$ cat src/rtl/snn_pkg.sv
// Package with shared types, constants and arithmetic helpers for the spiking network tick.
package snn_pkg;

  // Default network size and synapse fan-out.
  localparam int NEURONS_DEF = 16;
  localparam int FANOUT_DEF  = 4;
  // At most this many neurons are reported and updated in one tick.
  localparam int REPORT_MAX  = 16;

  // Actions carried by an input transaction.
  localparam logic [1:0] ACT_LOAD   = 2'd0;
  localparam logic [1:0] ACT_STIM   = 2'd1;
  localparam logic [1:0] ACT_TICK   = 2'd2;
  localparam logic [1:0] ACT_IGNORE = 2'd3;

  // Configuration register indexes and reset values.
  localparam int          PADDR_W          = 4;
  localparam logic [1:0]  REG_ACTIVE       = 2'd0;
  localparam logic [1:0]  REG_REFRACT      = 2'd1;
  localparam logic [1:0]  REG_THRESH       = 2'd2;
  localparam logic [4:0]  ACTIVE_RESET     = 5'd10;
  localparam logic [7:0]  REFRACT_RESET    = 8'd5;
  localparam logic [10:0] THRESH_RESET     = 11'd10;

  // Synapse amounts in Q11.8.
  localparam logic signed [19:0] AMT_EXC = 20'sd1536;
  localparam logic signed [19:0] AMT_INH = -20'sd512;

  // Reciprocals for exact floor division by multiply and shift.
  localparam logic [24:0] RECIP6 = 25'd22369622;
  localparam int          SH6    = 27;
  localparam logic [24:0] RECIP5 = 25'd6710887;
  localparam int          SH5    = 25;

  // Tick sequencer states.
  typedef enum logic [3:0] {
    ST_IDLE,
    ST_REP,
    ST_FCHK,
    ST_FOUT,
    ST_SRCH,
    ST_HALF,
    ST_U0,
    ST_U1,
    ST_U2,
    ST_U3
  } state_t;

  // Saturate a wide value to the signed 20-bit range.
  function automatic logic signed [19:0] sat20(input logic signed [23:0] x);
    logic signed [19:0] r;
    if (x > 24'sd524287) begin
      r = 20'sd524287;
    end else if (x < -24'sd524288) begin
      r = -20'sd524288;
    end else begin
      r = x[19:0];
    end
    return r;
  endfunction

  // Round a Q11.8 value to an integer, ties away from zero.
  function automatic logic signed [12:0] round_q8(input logic signed [19:0] v);
    logic [20:0] mag;
    logic [12:0] q;
    logic signed [12:0] r;
    mag = v[19] ? 21'(-{v[19], v}) : 21'({1'b0, v});
    q = 13'((mag + 21'd128) >> 8);
    r = v[19] ? -$signed(q) : $signed(q);
    return r;
  endfunction

endpackage

$ cat src/rtl/snn_ram.sv
// Generic single-port-write, registered-read RAM.
module snn_ram #(
  parameter int WIDTH = 6,
  parameter int DEPTH = 64
) (
  input  logic                     clk,
  input  logic                     we,
  input  logic [$clog2(DEPTH)-1:0] waddr,
  input  logic [WIDTH-1:0]         wdata,
  input  logic [$clog2(DEPTH)-1:0] raddr,
  output logic [WIDTH-1:0]         rdata
);

  logic [WIDTH-1:0] mem [DEPTH];

  // Write port and registered read port.
  always_ff @(posedge clk) begin
    if (we) begin
      mem[waddr] <= wdata;
    end
    rdata <= mem[raddr];
  end

endmodule

$ cat src/rtl/spiking_neuron_network_tick_top.sv
// Top level of the spiking neuron network: command port, register port and tick sequencer.
// Load and stimulus transactions complete in the accept cycle; busy stays low.
// A tick with n active neurons reports one result per cycle for each of them, then walks each
// neuron: one that fires reads its synapses, and searches for a source if none is valid, over the
// synapse RAM read port; states U0 to U3 then update each neuron. Results cannot be stalled.
// Synchronous reset restores register defaults and clears all neuron state and synapse valid bits.
module spiking_neuron_network_tick_top #(
  parameter int NEURONS = snn_pkg::NEURONS_DEF,
  parameter int FANOUT  = snn_pkg::FANOUT_DEF
) (
  input  logic                         clk,
  input  logic                         rst,
  input  logic                         start,
  output logic                         busy,
  input  logic [1:0]                   action,
  input  logic [3:0]                   neuron_index,
  input  logic [1:0]                   slot,
  input  logic [3:0]                   target,
  input  logic                         target_valid,
  input  logic                         excitatory,
  input  logic [7:0]                   stim_amount,
  output logic                         result_strobe,
  output logic [3:0]                   out_neuron,
  output logic signed [11:0]           voltage_out,
  output logic                         overflow,
  output logic                         last,
  input  logic                         psel,
  input  logic                         penable,
  input  logic                         pwrite,
  input  logic [snn_pkg::PADDR_W-1:0]  paddr,
  input  logic [31:0]                  pwdata,
  output logic [31:0]                  prdata,
  output logic                         pready
);

  localparam int NW    = (NEURONS > 1) ? $clog2(NEURONS) : 1;
  localparam int FW    = (FANOUT > 1) ? $clog2(FANOUT) : 1;
  localparam int SD    = NEURONS * FANOUT;
  localparam int AW    = $clog2(SD);
  localparam int RL    = (NEURONS < snn_pkg::REPORT_MAX) ? NEURONS : snn_pkg::REPORT_MAX;
  localparam logic [FW-1:0] KLAST = FW'(FANOUT - 1);

  // Configuration registers.
  logic [4:0]  active_neurons;
  logic [7:0]  refractory_ticks;
  logic [10:0] fire_threshold;

  // Neuron state.
  logic signed [19:0] vmem [NEURONS];
  logic signed [19:0] imem [NEURONS];
  logic [NEURONS-1:0] rflag;
  logic [7:0]         rcnt [NEURONS];
  logic [SD-1:0]      syn_wr;

  // Sequencer.
  snn_pkg::state_t state, state_next;
  logic [4:0]    i, j, jn;
  logic [FW-1:0] k, kn;
  logic          sent;
  logic [4:0]    n;

  // Synapse RAM interface.
  logic          ram_we;
  logic [AW-1:0] ram_waddr, rd_addr;
  logic [5:0]    ram_wdata, ram_rdata, syn;
  logic          wv_q;

  // Update datapath registers.
  logic [24:0] m6;
  logic [21:0] m5;
  logic        neg6, neg5;
  logic [22:0] q6;
  logic [49:0] prod;
  logic [24:0] mul_a, mul_b;
  logic [49:0] mul_p;

  logic accept;
  logic signed [19:0] v_rd, in_rd;
  logic [NW-1:0] vaddr, iaddr;
  logic fire, sent_now, match, syn_dest_ok;
  logic signed [19:0] amt, in_add;
  logic signed [12:0] rnd;
  logic signed [19:0] v_half;
  logic signed [19:0] v_upd, in_upd;
  logic [7:0] cnt_upd;
  logic       flag_upd;
  logic [19:0] q5;

  assign pready = 1'b1;
  assign accept = start && !busy;

  // Effective active count.
  assign n = (32'(active_neurons) > RL) ? 5'(RL) : active_neurons;

  // Register read-back.
  always_comb begin
    unique case (paddr[3:2])
      snn_pkg::REG_ACTIVE:  prdata = {27'd0, active_neurons};
      snn_pkg::REG_REFRACT: prdata = {24'd0, refractory_ticks};
      snn_pkg::REG_THRESH:  prdata = {21'd0, fire_threshold};
      default:              prdata = 32'd0;
    endcase
  end

  // Synapse table storage.
  snn_ram #(.WIDTH(6), .DEPTH(SD)) u_syn (
    .clk   (clk),
    .we    (ram_we),
    .waddr (ram_waddr),
    .wdata (ram_wdata),
    .raddr (rd_addr),
    .rdata (ram_rdata)
  );

  assign ram_we    = accept && (action == snn_pkg::ACT_LOAD) &&
                     (32'(neuron_index) < NEURONS) && (32'(slot) < FANOUT);
  assign ram_waddr = AW'(32'(neuron_index) * FANOUT + 32'(slot));
  assign ram_wdata = {excitatory, target_valid, target};
  assign syn       = wv_q ? ram_rdata : 6'd0;

  // Next slot and source position of the reverse search.
  always_comb begin
    if (k == KLAST) begin
      kn = '0;
      jn = 5'(j + 5'd1);
    end else begin
      kn = FW'(k + 1'b1);
      jn = j;
    end
  end

  // Synapse read address.
  always_comb begin
    unique case (state)
      snn_pkg::ST_FOUT: rd_addr = (k == KLAST) ? '0 : AW'(32'(i) * FANOUT + 32'(k) + 1);
      snn_pkg::ST_SRCH: rd_addr = AW'(32'(jn) * FANOUT + 32'(kn));
      default:          rd_addr = AW'(32'(i) * FANOUT);
    endcase
  end

  // Neuron array read addresses.
  assign vaddr = (state == snn_pkg::ST_IDLE) ? NW'(neuron_index) : NW'(i);
  always_comb begin
    unique case (state)
      snn_pkg::ST_FOUT: iaddr = NW'(syn[3:0]);
      snn_pkg::ST_SRCH: iaddr = NW'(j);
      default:          iaddr = NW'(i);
    endcase
  end
  assign v_rd  = vmem[vaddr];
  assign in_rd = imem[iaddr];

  // Firing decisions and synapse input addition.
  assign fire     = ($signed(v_rd) >= $signed({1'b0, fire_threshold, 8'h00})) && !rflag[NW'(i)];
  assign sent_now = sent || syn[4];
  assign match    = syn[4] && (syn[3:0] == i[3:0]) && (j != i);
  assign syn_dest_ok = 32'(syn[3:0]) < NEURONS;
  assign amt      = syn[5] ? snn_pkg::AMT_EXC : snn_pkg::AMT_INH;
  assign in_add   = snn_pkg::sat20(24'(in_rd) + 24'(amt));

  // Report rounding.
  assign rnd = snn_pkg::round_q8(v_rd);

  // Voltage loss after firing: v - round(v/2) in integer units.
  always_comb begin
    logic [20:0] mag;
    logic [10:0] h;
    logic signed [23:0] d;
    mag = v_rd[19] ? 21'(-{v_rd[19], v_rd}) : 21'({1'b0, v_rd});
    h = 11'((mag + 21'd256) >> 9);
    d = $signed({5'd0, h, 8'd0});
    v_half = snn_pkg::sat20(24'(v_rd) - (v_rd[19] ? -d : d));
  end

  // Shared multiplier.
  always_comb begin
    if (state == snn_pkg::ST_U1) begin
      mul_a = m6;
      mul_b = snn_pkg::RECIP6;
    end else begin
      mul_a = 25'(m5);
      mul_b = snn_pkg::RECIP5;
    end
  end
  assign mul_p = 50'(mul_a) * 50'(mul_b);

  // Final leak update and refractory timer.
  assign q5 = prod[snn_pkg::SH5+19:snn_pkg::SH5];
  always_comb begin
    logic signed [23:0] dq;
    dq = $signed({1'b0, q6});
    v_upd  = snn_pkg::sat20(24'(v_rd) + (neg6 ? -dq : dq));
    in_upd = neg5 ? -$signed(q5) : $signed(q5);
    flag_upd = rflag[NW'(i)];
    cnt_upd  = rcnt[NW'(i)];
    if (cnt_upd >= refractory_ticks) begin
      cnt_upd  = 8'd0;
      flag_upd = 1'b0;
    end
    if (flag_upd && cnt_upd != 8'd255) begin
      cnt_upd = cnt_upd + 8'd1;
    end
  end

  // Result port.
  assign result_strobe = (state == snn_pkg::ST_REP);
  assign out_neuron    = i[3:0];
  assign voltage_out   = (rnd > 13'sd2047) ? 12'sd2047 :
                         (rnd < -13'sd2048) ? -12'sd2048 : rnd[11:0];
  assign overflow      = rnd > 13'sd999;
  assign last          = (i == 5'(n - 5'd1));
  assign busy          = (state != snn_pkg::ST_IDLE);

  // State register.
  always_ff @(posedge clk) begin
    if (rst) begin
      state <= snn_pkg::ST_IDLE;
    end else begin
      state <= state_next;
    end
  end

  // Next state.
  always_comb begin
    state_next = state;
    unique case (state)
      snn_pkg::ST_IDLE: if (accept && action == snn_pkg::ACT_TICK && n != 5'd0) begin
        state_next = snn_pkg::ST_REP;
      end
      snn_pkg::ST_REP: if (last) begin
        state_next = snn_pkg::ST_FCHK;
      end
      snn_pkg::ST_FCHK: begin
        if (i == n) begin
          state_next = snn_pkg::ST_U0;
        end else if (fire) begin
          state_next = snn_pkg::ST_FOUT;
        end
      end
      snn_pkg::ST_FOUT: if (k == KLAST) begin
        state_next = sent_now ? snn_pkg::ST_HALF : snn_pkg::ST_SRCH;
      end
      snn_pkg::ST_SRCH: begin
        if (match) begin
          state_next = snn_pkg::ST_HALF;
        end else if (jn == n) begin
          state_next = snn_pkg::ST_FCHK;
        end
      end
      snn_pkg::ST_HALF: state_next = snn_pkg::ST_FCHK;
      snn_pkg::ST_U0:   state_next = snn_pkg::ST_U1;
      snn_pkg::ST_U1:   state_next = snn_pkg::ST_U2;
      snn_pkg::ST_U2:   state_next = snn_pkg::ST_U3;
      snn_pkg::ST_U3:   state_next = (i == 5'(n - 5'd1)) ? snn_pkg::ST_IDLE : snn_pkg::ST_U0;
      default:          state_next = snn_pkg::ST_IDLE;
    endcase
  end

  // Update operands: leak numerator times five and input times four, as magnitudes.
  logic [24:0] m6_next;
  logic [21:0] m5_next;
  logic        neg6_next, neg5_next;
  always_comb begin
    logic signed [21:0] num;
    logic signed [23:0] num5;
    logic signed [21:0] in4;
    num  = 22'(-(22'(rnd) <<< 8)) + 22'(in_rd);
    num5 = 24'(num) * 24'sd5;
    neg6_next = num5[23];
    m6_next = 25'(neg6_next ? 25'(-{num5[23], num5}) : 25'({1'b0, num5})) + 25'd3;
    in4 = 22'(in_rd) <<< 2;
    neg5_next = in4[21];
    m5_next = neg5_next ? 22'(-in4) : 22'(in4);
  end

  // Datapath and configuration registers.
  always_ff @(posedge clk) begin
    if (rst) begin
      active_neurons   <= snn_pkg::ACTIVE_RESET;
      refractory_ticks <= snn_pkg::REFRACT_RESET;
      fire_threshold   <= snn_pkg::THRESH_RESET;
      for (int e = 0; e < NEURONS; e++) begin
        vmem[e] <= '0;
        imem[e] <= '0;
        rcnt[e] <= '0;
      end
      rflag  <= '0;
      syn_wr <= '0;
      i      <= '0;
      j      <= '0;
      k      <= '0;
      sent   <= 1'b0;
      wv_q   <= 1'b0;
    end else begin
      wv_q <= syn_wr[rd_addr];
      // Register write transaction.
      if (psel && penable && pwrite && pready) begin
        unique case (paddr[3:2])
          snn_pkg::REG_ACTIVE:  active_neurons   <= pwdata[4:0];
          snn_pkg::REG_REFRACT: refractory_ticks <= pwdata[7:0];
          snn_pkg::REG_THRESH:  fire_threshold   <= pwdata[10:0];
          default: ;
        endcase
      end
      unique case (state)
        snn_pkg::ST_IDLE: begin
          i <= '0;
          if (ram_we) begin
            syn_wr[ram_waddr] <= 1'b1;
          end
          if (accept && action == snn_pkg::ACT_STIM && 32'(neuron_index) < NEURONS) begin
            vmem[vaddr] <= snn_pkg::sat20(24'(v_rd) + $signed({8'd0, stim_amount, 8'd0}));
          end
        end
        snn_pkg::ST_REP: i <= last ? 5'd0 : 5'(i + 5'd1);
        snn_pkg::ST_FCHK: begin
          if (i == n) begin
            i <= '0;
          end else if (fire) begin
            k    <= '0;
            sent <= 1'b0;
          end else begin
            i <= 5'(i + 5'd1);
          end
        end
        snn_pkg::ST_FOUT: begin
          if (syn[4] && syn_dest_ok) begin
            imem[iaddr] <= in_add;
          end
          sent <= sent_now;
          if (k == KLAST) begin
            j <= '0;
            k <= '0;
          end else begin
            k <= kn;
          end
        end
        snn_pkg::ST_SRCH: begin
          if (match) begin
            imem[iaddr] <= in_add;
          end else if (jn == n) begin
            i <= 5'(i + 5'd1);
          end else begin
            j <= jn;
            k <= kn;
          end
        end
        snn_pkg::ST_HALF: begin
          vmem[vaddr]     <= v_half;
          rflag[NW'(i)]   <= 1'b1;
          rcnt[NW'(i)]    <= 8'd0;
          i               <= 5'(i + 5'd1);
        end
        snn_pkg::ST_U0: begin
          m6   <= m6_next;
          m5   <= m5_next;
          neg6 <= neg6_next;
          neg5 <= neg5_next;
        end
        snn_pkg::ST_U1: prod <= mul_p;
        snn_pkg::ST_U2: begin
          q6   <= prod[snn_pkg::SH6+22:snn_pkg::SH6];
          prod <= mul_p;
        end
        snn_pkg::ST_U3: begin
          vmem[vaddr]   <= v_upd;
          imem[iaddr]   <= in_upd;
          rflag[NW'(i)] <= flag_upd;
          rcnt[NW'(i)]  <= cnt_upd;
          i <= (i == 5'(n - 5'd1)) ? 5'd0 : 5'(i + 5'd1);
        end
        default: ;
      endcase
    end
  end

`ifndef SYNTH
  // Results only appear while a tick is in progress.
  a_strobe_busy: assert property (@(posedge clk) disable iff (rst)
    result_strobe |-> busy) else $error("result strobe outside a tick");
  // The last report of a tick is followed by the firing walk, not another report.
  a_last_ends: assert property (@(posedge clk) disable iff (rst)
    (result_strobe && last) |=> !result_strobe) else $error("report after last");
  // An accepted tick with active neurons starts reporting in the next cycle.
  a_tick_starts: assert property (@(posedge clk) disable iff (rst)
    (accept && action == snn_pkg::ACT_TICK && n != 5'd0) |=> (result_strobe && out_neuron == 4'd0))
    else $error("tick did not start reporting");
`endif

endmodule

$ cat config.mk
export PLATFORM = sky130hd
export DESIGN_NAME = spiking_neuron_network_tick_top
export DESIGN_NICKNAME = d
export VERILOG_FILES = /design/src/rtl/snn_pkg.sv /design/src/rtl/snn_ram.sv /design/src/rtl/spiking_neuron_network_tick_top.sv
export SDC_FILE = /design/constraint.sdc
export NUM_CORES = 2
export LEC_CHECK = 0
export BUFFER_PORTS_ARGS = -buffer_cell sky130_fd_sc_hd__clkbuf_2
export CAP_MARGIN = 20
export CORE_ASPECT_RATIO = 1.2
export CORE_MARGIN = 2
export CORE_UTILIZATION = 58
export CTS_CLUSTER_DIAMETER = 80
export DETAILED_ROUTE_END_ITERATION = 8
export PLACE_DENSITY = 0.74
export SLEW_MARGIN = 40
export SYNTH_ARGS = -nofsm -noshare
export SYNTH_HDL_FRONTEND = slang
export SYNTH_SLANG_ARGS = --single-unit
$ cat constraint.sdc
create_clock -name clk -period 14.61 [get_ports clk]
set_clock_uncertainty 0.15 [all_clocks]
set_input_delay 3.6525 -clock clk [delete_from_list [all_inputs] [get_ports clk]]
set_output_delay 3.6525 -clock clk [all_outputs]
set_load 0.01 [all_outputs]
* Word-level counts from Yosys, hierarchy flattened
Memories as Yosys holds them, arrays and structs flattened. A register that Yosys moved wholly into a read port is not among the register bits.
Index checks and enable logic that the tools add are counted.
** Operators by class
- Bitwise logic cells :: 8
- Add/subtract/negate cells :: 25
- Multipliers :: 2
- Magnitude comparators :: 19
- Multiplexer cells :: 112
- Reduce and logical (&&, ||, !) cells :: 43
- Equality and inequality tests :: 31
** Operator list (number)
- two-way mux 20 bit :: 19
- two-way mux 25 bit :: 3
- bitwise OR 64 bit :: 1
- two-way mux 4 bit :: 13
- multiplier 25 x 25 -> 50 bit :: 1
- two-way mux 5 bit :: 10
- > comparator 24 x 20 -> 1 bit, second input constant :: 2
- less-than comparator 24 x 20 -> 1 bit, second input constant :: 2
- two-way mux 24 bit :: 2
- > comparator 21 x 20 -> 1 bit, second input constant :: 2
- less-than comparator 21 x 20 -> 1 bit, second input constant :: 2
- two-way mux 21 bit :: 2
- case mux 4 bit (10 select lines) :: 1
- OR reduction 20 bit :: 2
- two-way mux 1 bit :: 33
- case mux 11 bit (3 select lines) :: 1
- two-way mux 8 bit :: 4
- case mux 16 bit (2 select lines) :: 1
- adder 25 x 2 -> 25 bit, second input constant :: 1
- negation 25 bit :: 1
- case mux 5 bit (5 select lines) :: 1
- adder 20 x 24 -> 24 bit :: 1
- multiplier 22 x 4 -> 24 bit, second input constant :: 1
- two-way mux 12 bit :: 2
- other kinds (74) :: 132
** Word-level totals
- Bits of input ports :: 64
- Bits in writable memories :: 1152
- Output and inout bits :: 53
- Logic and storage cells :: 262
- Memories :: 4
- Flip-flop bits (word level) :: 244
** Memory list
- u_syn.mem :: words 64, width 6, read ports 1, clocked after Yosys merged registers in 1, write ports 1, line snn_ram.sv:14 : logic [WIDTH-1:0] mem [DEPTH];
- imem :: words 16, width 20, read ports 1, clocked after Yosys merged registers in 0, write ports 16, line spiking_neuron_network_tick_top.sv:50 : logic signed [19:0] imem [NEURONS];
- vmem :: words 16, width 20, read ports 1, clocked after Yosys merged registers in 0, write ports 16, line spiking_neuron_network_tick_top.sv:49 : logic signed [19:0] vmem [NEURONS];
- rcnt :: words 16, width 8, read ports 1, clocked after Yosys merged registers in 1, write ports 16, line spiking_neuron_network_tick_top.sv:52 : logic [7:0] rcnt [NEURONS];

* Depth between registers and ports, before layout
An unclocked memory read counts as a cell.
- Depth after elaboration :: 15
- Mapped depth :: 55
- Mapped depth without buffers :: 46

* By module
Synthesis repeated with hierarchy kept, for this count alone.
** Second synthesis, totals
- Cell total of the unflattened synthesis :: 7547
- Area total of the unflattened synthesis :: 82990.8 µm²
** Modules (own cells, without submodules)
- spiking_neuron_network_tick_top :: cells each 6818, area an instance 67785.0 µm², times used 1
- snn_ram :: cells each 729, area an instance 15205.8 µm², times used 1

* Least setup slack after synthesis
OpenSTA, ideal clock, no wires.
- Kind :: in2reg
- Start :: input port neuron_index[2]
- End :: register m6[19] (data pin)
- Setup slack :: 550 ps
- Path buffers :: 11
- Arrival :: 13649 ps
- Cell stages on the path :: 49
- Cells stage by stage :: clkbuf_1 mux2_2 buf_2 buf_2 buf_2 nor4_1 nor4_1 a211oi_2 clkbuf_1 clkbuf_1 clkbuf_1 buf_1 nor2_1 xnor2_1 ha_1 clkbuf_1 and4_1 or2_0 [... 13 more ...] o211ai_1 nand4_2 xnor2_1 xnor2_1 xnor2_1 ha_1 or2_2 a21oi_1 a31oi_1 mux2_2 nor2_1 clkbuf_1 o21ai_0 a21oi_1 and4b_1 nor2b_1 nor2b_1 xnor2_1
** Between the ends
- Word-level cells in the longest chain between the ends :: 13
** Ends and longest elaborated chain
- from (decl) :: line spiking_neuron_network_tick_top.sv:16 : input logic [3:0] neuron_index,
- two-way mux 4 bit * :: line spiking_neuron_network_tick_top.sv:142 : assign vaddr = (state == snn_pkg::ST_IDLE) ? NW'(neuron_index) : NW'(i);
- memory read (16 x 20 bit) *
- negation 21 bit
- two-way mux 21 bit
- adder 21 x 8 -> 21 bit :: line snn_pkg.sv:68 : q = 13'((mag + 21'd128) >> 8);
- negation 13 bit :: line snn_pkg.sv:69 : r = v[19] ? -$signed(q) : $signed(q);
- two-way mux 13 bit * :: line snn_pkg.sv:69
- negation 21 -> 22 bit * :: line spiking_neuron_network_tick_top.sv:267 : num = 22'(-(22'(rnd) <<< 8)) + 22'(in_rd);
- adder 22 x 20 -> 22 bit * :: line spiking_neuron_network_tick_top.sv:267
- multiplier 22 x 4 -> 24 bit * :: line spiking_neuron_network_tick_top.sv:268 : num5 = 24'(num) * 24'sd5;
- negation 25 bit :: line spiking_neuron_network_tick_top.sv:270 : m6_next = 25'(neg6_next ? 25'(-{num5[23], num5}) : 25'({1'b0, num5})) + 25'd3;
- two-way mux 25 bit * :: line spiking_neuron_network_tick_top.sv:270
- adder 25 x 2 -> 25 bit * :: line spiking_neuron_network_tick_top.sv:270
- named net m6_next[19] :: line spiking_neuron_network_tick_top.sv:260 : logic [24:0] m6_next;
- to (signal assigned) :: line spiking_neuron_network_tick_top.sv:355 : m6 <= m6_next;
- to (decl) :: line spiking_neuron_network_tick_top.sv:69 : logic [24:0] m6;
The timed path passes the listed nets; every way through them passes the cells marked *.
A chain may end at the register's enable or synchronous reset.

* Final worst setup path
- Start :: input port neuron_index[1]
- End :: output port voltage_out[5]
** Between the ends
- Word-level cells in the longest chain between the ends :: 10
- Elaborated cells between the ends (all ways) :: 11
- Those cells by class :: 3 x add/sub; 2 x order compare; 5 x mux; 1 x memory
** Ends and longest elaborated chain
- two-way mux 4 bit * :: line spiking_neuron_network_tick_top.sv:142
- memory read (16 x 20 bit) *
- negation 21 bit
- two-way mux 21 bit
- adder 21 x 8 -> 21 bit :: line snn_pkg.sv:68
- negation 13 bit :: line snn_pkg.sv:69
- two-way mux 13 bit * :: line snn_pkg.sv:69
- less-than comparator 13 x 12 -> 1 bit :: line spiking_neuron_network_tick_top.sv:209 : (rnd < -13'sd2048) ? -12'sd2048 : rnd[11:0];
- two-way mux 12 bit :: line spiking_neuron_network_tick_top.sv:209
- two-way mux 12 bit * :: line spiking_neuron_network_tick_top.sv:208 : assign voltage_out = (rnd > 13'sd2047) ? 12'sd2047 :
- to (decl) :: line spiking_neuron_network_tick_top.sv:24 : output logic signed [11:0] voltage_out,
Mark *: on every way between the ends. The rest lies on a longest branch, timed or not.

==> implementation parameters <==
Parameter                              Value

Route
  Ratio of routed vias to standard cells    between 6 and 7
  ANT nets after route    0
  Vias after detailed routing    61600
  Number of DRC violations after detailed-routing iteration 0    7850
  Avg WL per Cell    23.2 µm
  Remaining design rule violation count    0
  First drt pass iteration count    7
  Wire length reported by the detailed router    230 mm

STA
  Number of endpoints failing setup at the final stage    0
  Tcrit/Tclk final    97.6%
  Setup repair after global routing missed its margin    false
  Headroom to the max-slew limit    between 30% and 40%
  Slew of the pin with the lowest slew margin    0.976 ns
  Final period demand of the worst path    14.26 ns
  Setup slack after layout    ~0.35 ns
  Final hold slack    between 0.2 and 0.3 ns
  Peak clock frequency supported by timing    0.0701 GHz
  Max Transition Viols Final    0
  Setup TNS    0 ns
  Endpoints failing hold    0

Synth
  Area of the mapped netlist    82600 µm²
  Average footprint of a synthesized cell    10.3 µm²
  Async SR Flop Fraction    0%
  Yosys top cell by area    edfxtp_1
  Synth Flop Type    edfxtp_1
  Unique masters post-synth    107
  Share of the synthesized area in the top cell type    45.3%
  Register area share after synthesis    between 40% and 50%
  Yosys warning count    0
  Dominant cells by area after synthesis    edfxtp_1 (45%), fa_1 (8.6%), ha_1 (5.6%)
  Syn Inst Count    ~8000
  Number of flops mapped to enable cells by yosys    1247
  Seq cells post-synth    between 1000 and 1500

Placement
  RePlAce Congestion    0.967
  Total cell area at the placement stage    roughly 86000 µm²
  Pre-CTS worst setup slack    ~0.10 ns
  HPWL after detailed placement    159 mm
  Port Buf Inserts    71

CTS
  Number of H-tree branching levels    4
  Clk pin slew, worst setup/hold paths    0.06 ns
  Insertion delay to the later sink of the worst-skew pair    between 0.8 and 0.9 ns
  Gates resized, CTS repair    0
  Post-CTS setup buffer count    0
  Post-cts hold buffer count    0
  Num Clock Sinks    1379
  Maximum clock path buffer count    3
  Clock tree root buffer cell    clkbuf_16
  Number of CTS-inserted buffers    136
  CTS tree    done

Die
  Width of the chip    349 µm
  Total Die Area    about 150000 µm²
  Initial core utilization    between 50% and 60%
  Die height    417 µm
  I/O pin count    117
  Row Count    roughly 150
  Core region area    roughly 140000 µm²

Status
  Outcome    complete, no violations

Critical path
  Worst-case reg-to-reg path depth    51
  Critical register-to-register path endpoint    m6[20]
  CP Capture Type    output port
  Critical path required time    10.81 ns
  Setup slack of the worst register-to-register path    ~1.8 ns
  CP Data Arrival Time    ~10 ns
  Category of the worst setup path launch point    input port
  Launch point of the worst reg-to-reg path    state[3]
  Kind of critical path    input port to output port
  Largest fanout of any net on the critical path    24

Min path
  Beginning of the worst hold path    prod[45]
  Hold worst-path end    q6[18]
  Min-Delay Path Depth    0
  Hold/Removal Path Class    register to register

Cells and area
  Post-route cell area    90000 µm²
  NumNets Final    8781
  Layout area overhead    8.97%
  Share of final-layout standard cells stronger than drive strength 1    8.64%

Global route
  Number of global-route vias before repair    roughly 61000
  First-pass GRT wire length    354 mm
  Aggregate global-route resource usage    31.7%
  Pin count of the biggest net entering global routing    146
  Antenna violations before repair    6
  Leftover overflow at the end of global routing    0

Flow run
  Max capacitance violation total    0
==> layer usage <==
metal  part of all wire [%]  vias up  wire length, µm  GRT usage (%)
met5                 0.0091        -               21              0
met4                    4.5        4            10400           13.9
met3                     10      606            24000           6.45
met2                     47     3362           109000           50.8
met1                     38    30000            87400           42.1
li1                       -    27600                -              -
==> logic make-up after synthesis <==
group | synth area share, %
adders and majority gates | 14.2
xor gates and xnor gates | 2.82
AOI/OAI and AO/OA | 9.15
DFF | 48.5
muxes | 2.60
other | 0.00909
and+or+nand+nor | 17.2
buffers and inverters | 5.46
==> worst max-delay path, cell delays in order <==
cell	delay, ns
clkbuf_2	0.17
mux2_2	0.55
nand2_1	0.32
o221ai_1	0.61
a32oi_1	0.45
a2111oi_4	0.58
buf_4	0.24
a21oi_1	0.11
xnor2_1	0.16
ha_1	0.23
and4_1	0.17
or2_0	0.27
buf_4	0.19
xnor2_1	0.30
and2_1	0.25
o2111ai_1	0.22
o31a_1	0.35
o31ai_4	0.19
buf_4	0.31
nor2_1	0.08
o21ai_0	0.77
clkbuf_2	0.27
==> cells in the mapped netlist, types with 22 or more instances <==
master,n
clkbuf_1,367
dfxtp_1,132
or2_2,29
nor2b_1,46
and2_1,56
a21oi_1,242
o21ai_0,122
and3_1,151
xor2_1,78
nor2_1,1188
o31ai_1,22
ha_1,368
nor3_1,71
inv_1,637
a31oi_1,100
nand4_1,25
mux2i_1,63
nor4_1,27
nand2_1,1163
a22oi_1,31
nand2b_1,91
nand3_1,337
buf_2,40
a211oi_1,75
a311oi_1,130
a21o_1,66
buf_1,51
buf_4,38
edfxtp_1,1247
or3_1,34
mux2_2,22
fa_1,354
o211ai_1,23
mux4_2,56
xnor2_1,181
==> state kept, by name, summed over array words and instances (netlist names), named ones only <==
signal            flops
q6                   23
j                     5
syn_wr               64
neg5                  1
wv_q                  1
active_neurons        5
u_syn.rdata           6
vmem                320
neg6                  1
fire_threshold       11
prod                 25
i                     5
rflag                16
sent                  1
k                     2
state                 4
rcnt                128
m6                   25
u_syn.mem           384
imem                320
refractory_ticks      8
m5                   20
==> final cells by class <==
| class | instances | area (µm²) |
|---|---|---|
| timing repair buffer | 277 | 2030 |
| inverter | 643 | 2410 |
| sequential | 1379 | 40100 |
| clock inverter | 61 | 736 |
| antenna | 3 | 7.51 |
| tap | 1836 | 2300 |
| multi-input combinational | 5558 | 38700 |
| fill | 10900 | 51300 |
| clock buffer | 188 | 3730 |
==> cell usage in the layout, fill, tap and decap left out, types with 127 or more instances in the layout <==
cell type  instances
dfxtp_1          127
nor2_1          1180
clkbuf_16        138
xnor2_1          181
a21oi_1          240
ha_1             368
nand2_1         1156
nand3_1          332
edfxtp_1        1247
and3_1           151
buf_4            192
a311oi_1         129
fa_1             354
inv_1            637
==> worst max path at each step <==
stage / start / to / cells past startpoint
global placement: neuron_index[1] / m6[19] / 42
global route: neuron_index[1] / m6[20] / 46
floorplan: neuron_index[2] / m6[19] / 49
detailed placement: neuron_index[1] / m6[22] / 43
finish: neuron_index[1] / voltage_out[5] / 22
CTS: neuron_index[1] / voltage_out[5] / 22
==> per-stage QoR <==
stage	util (%)	cells
after floorplan	-	8080
after global placement	60.3	9687
after detailed placement	60.5	9692
after CTS	63.7	9941
after global routing	63.7	9945
final	63.7	9945
Power is left out: the tool's default activity adds up to more than one toggle a clock period on the data nets, which glitch-free logic cannot reach.
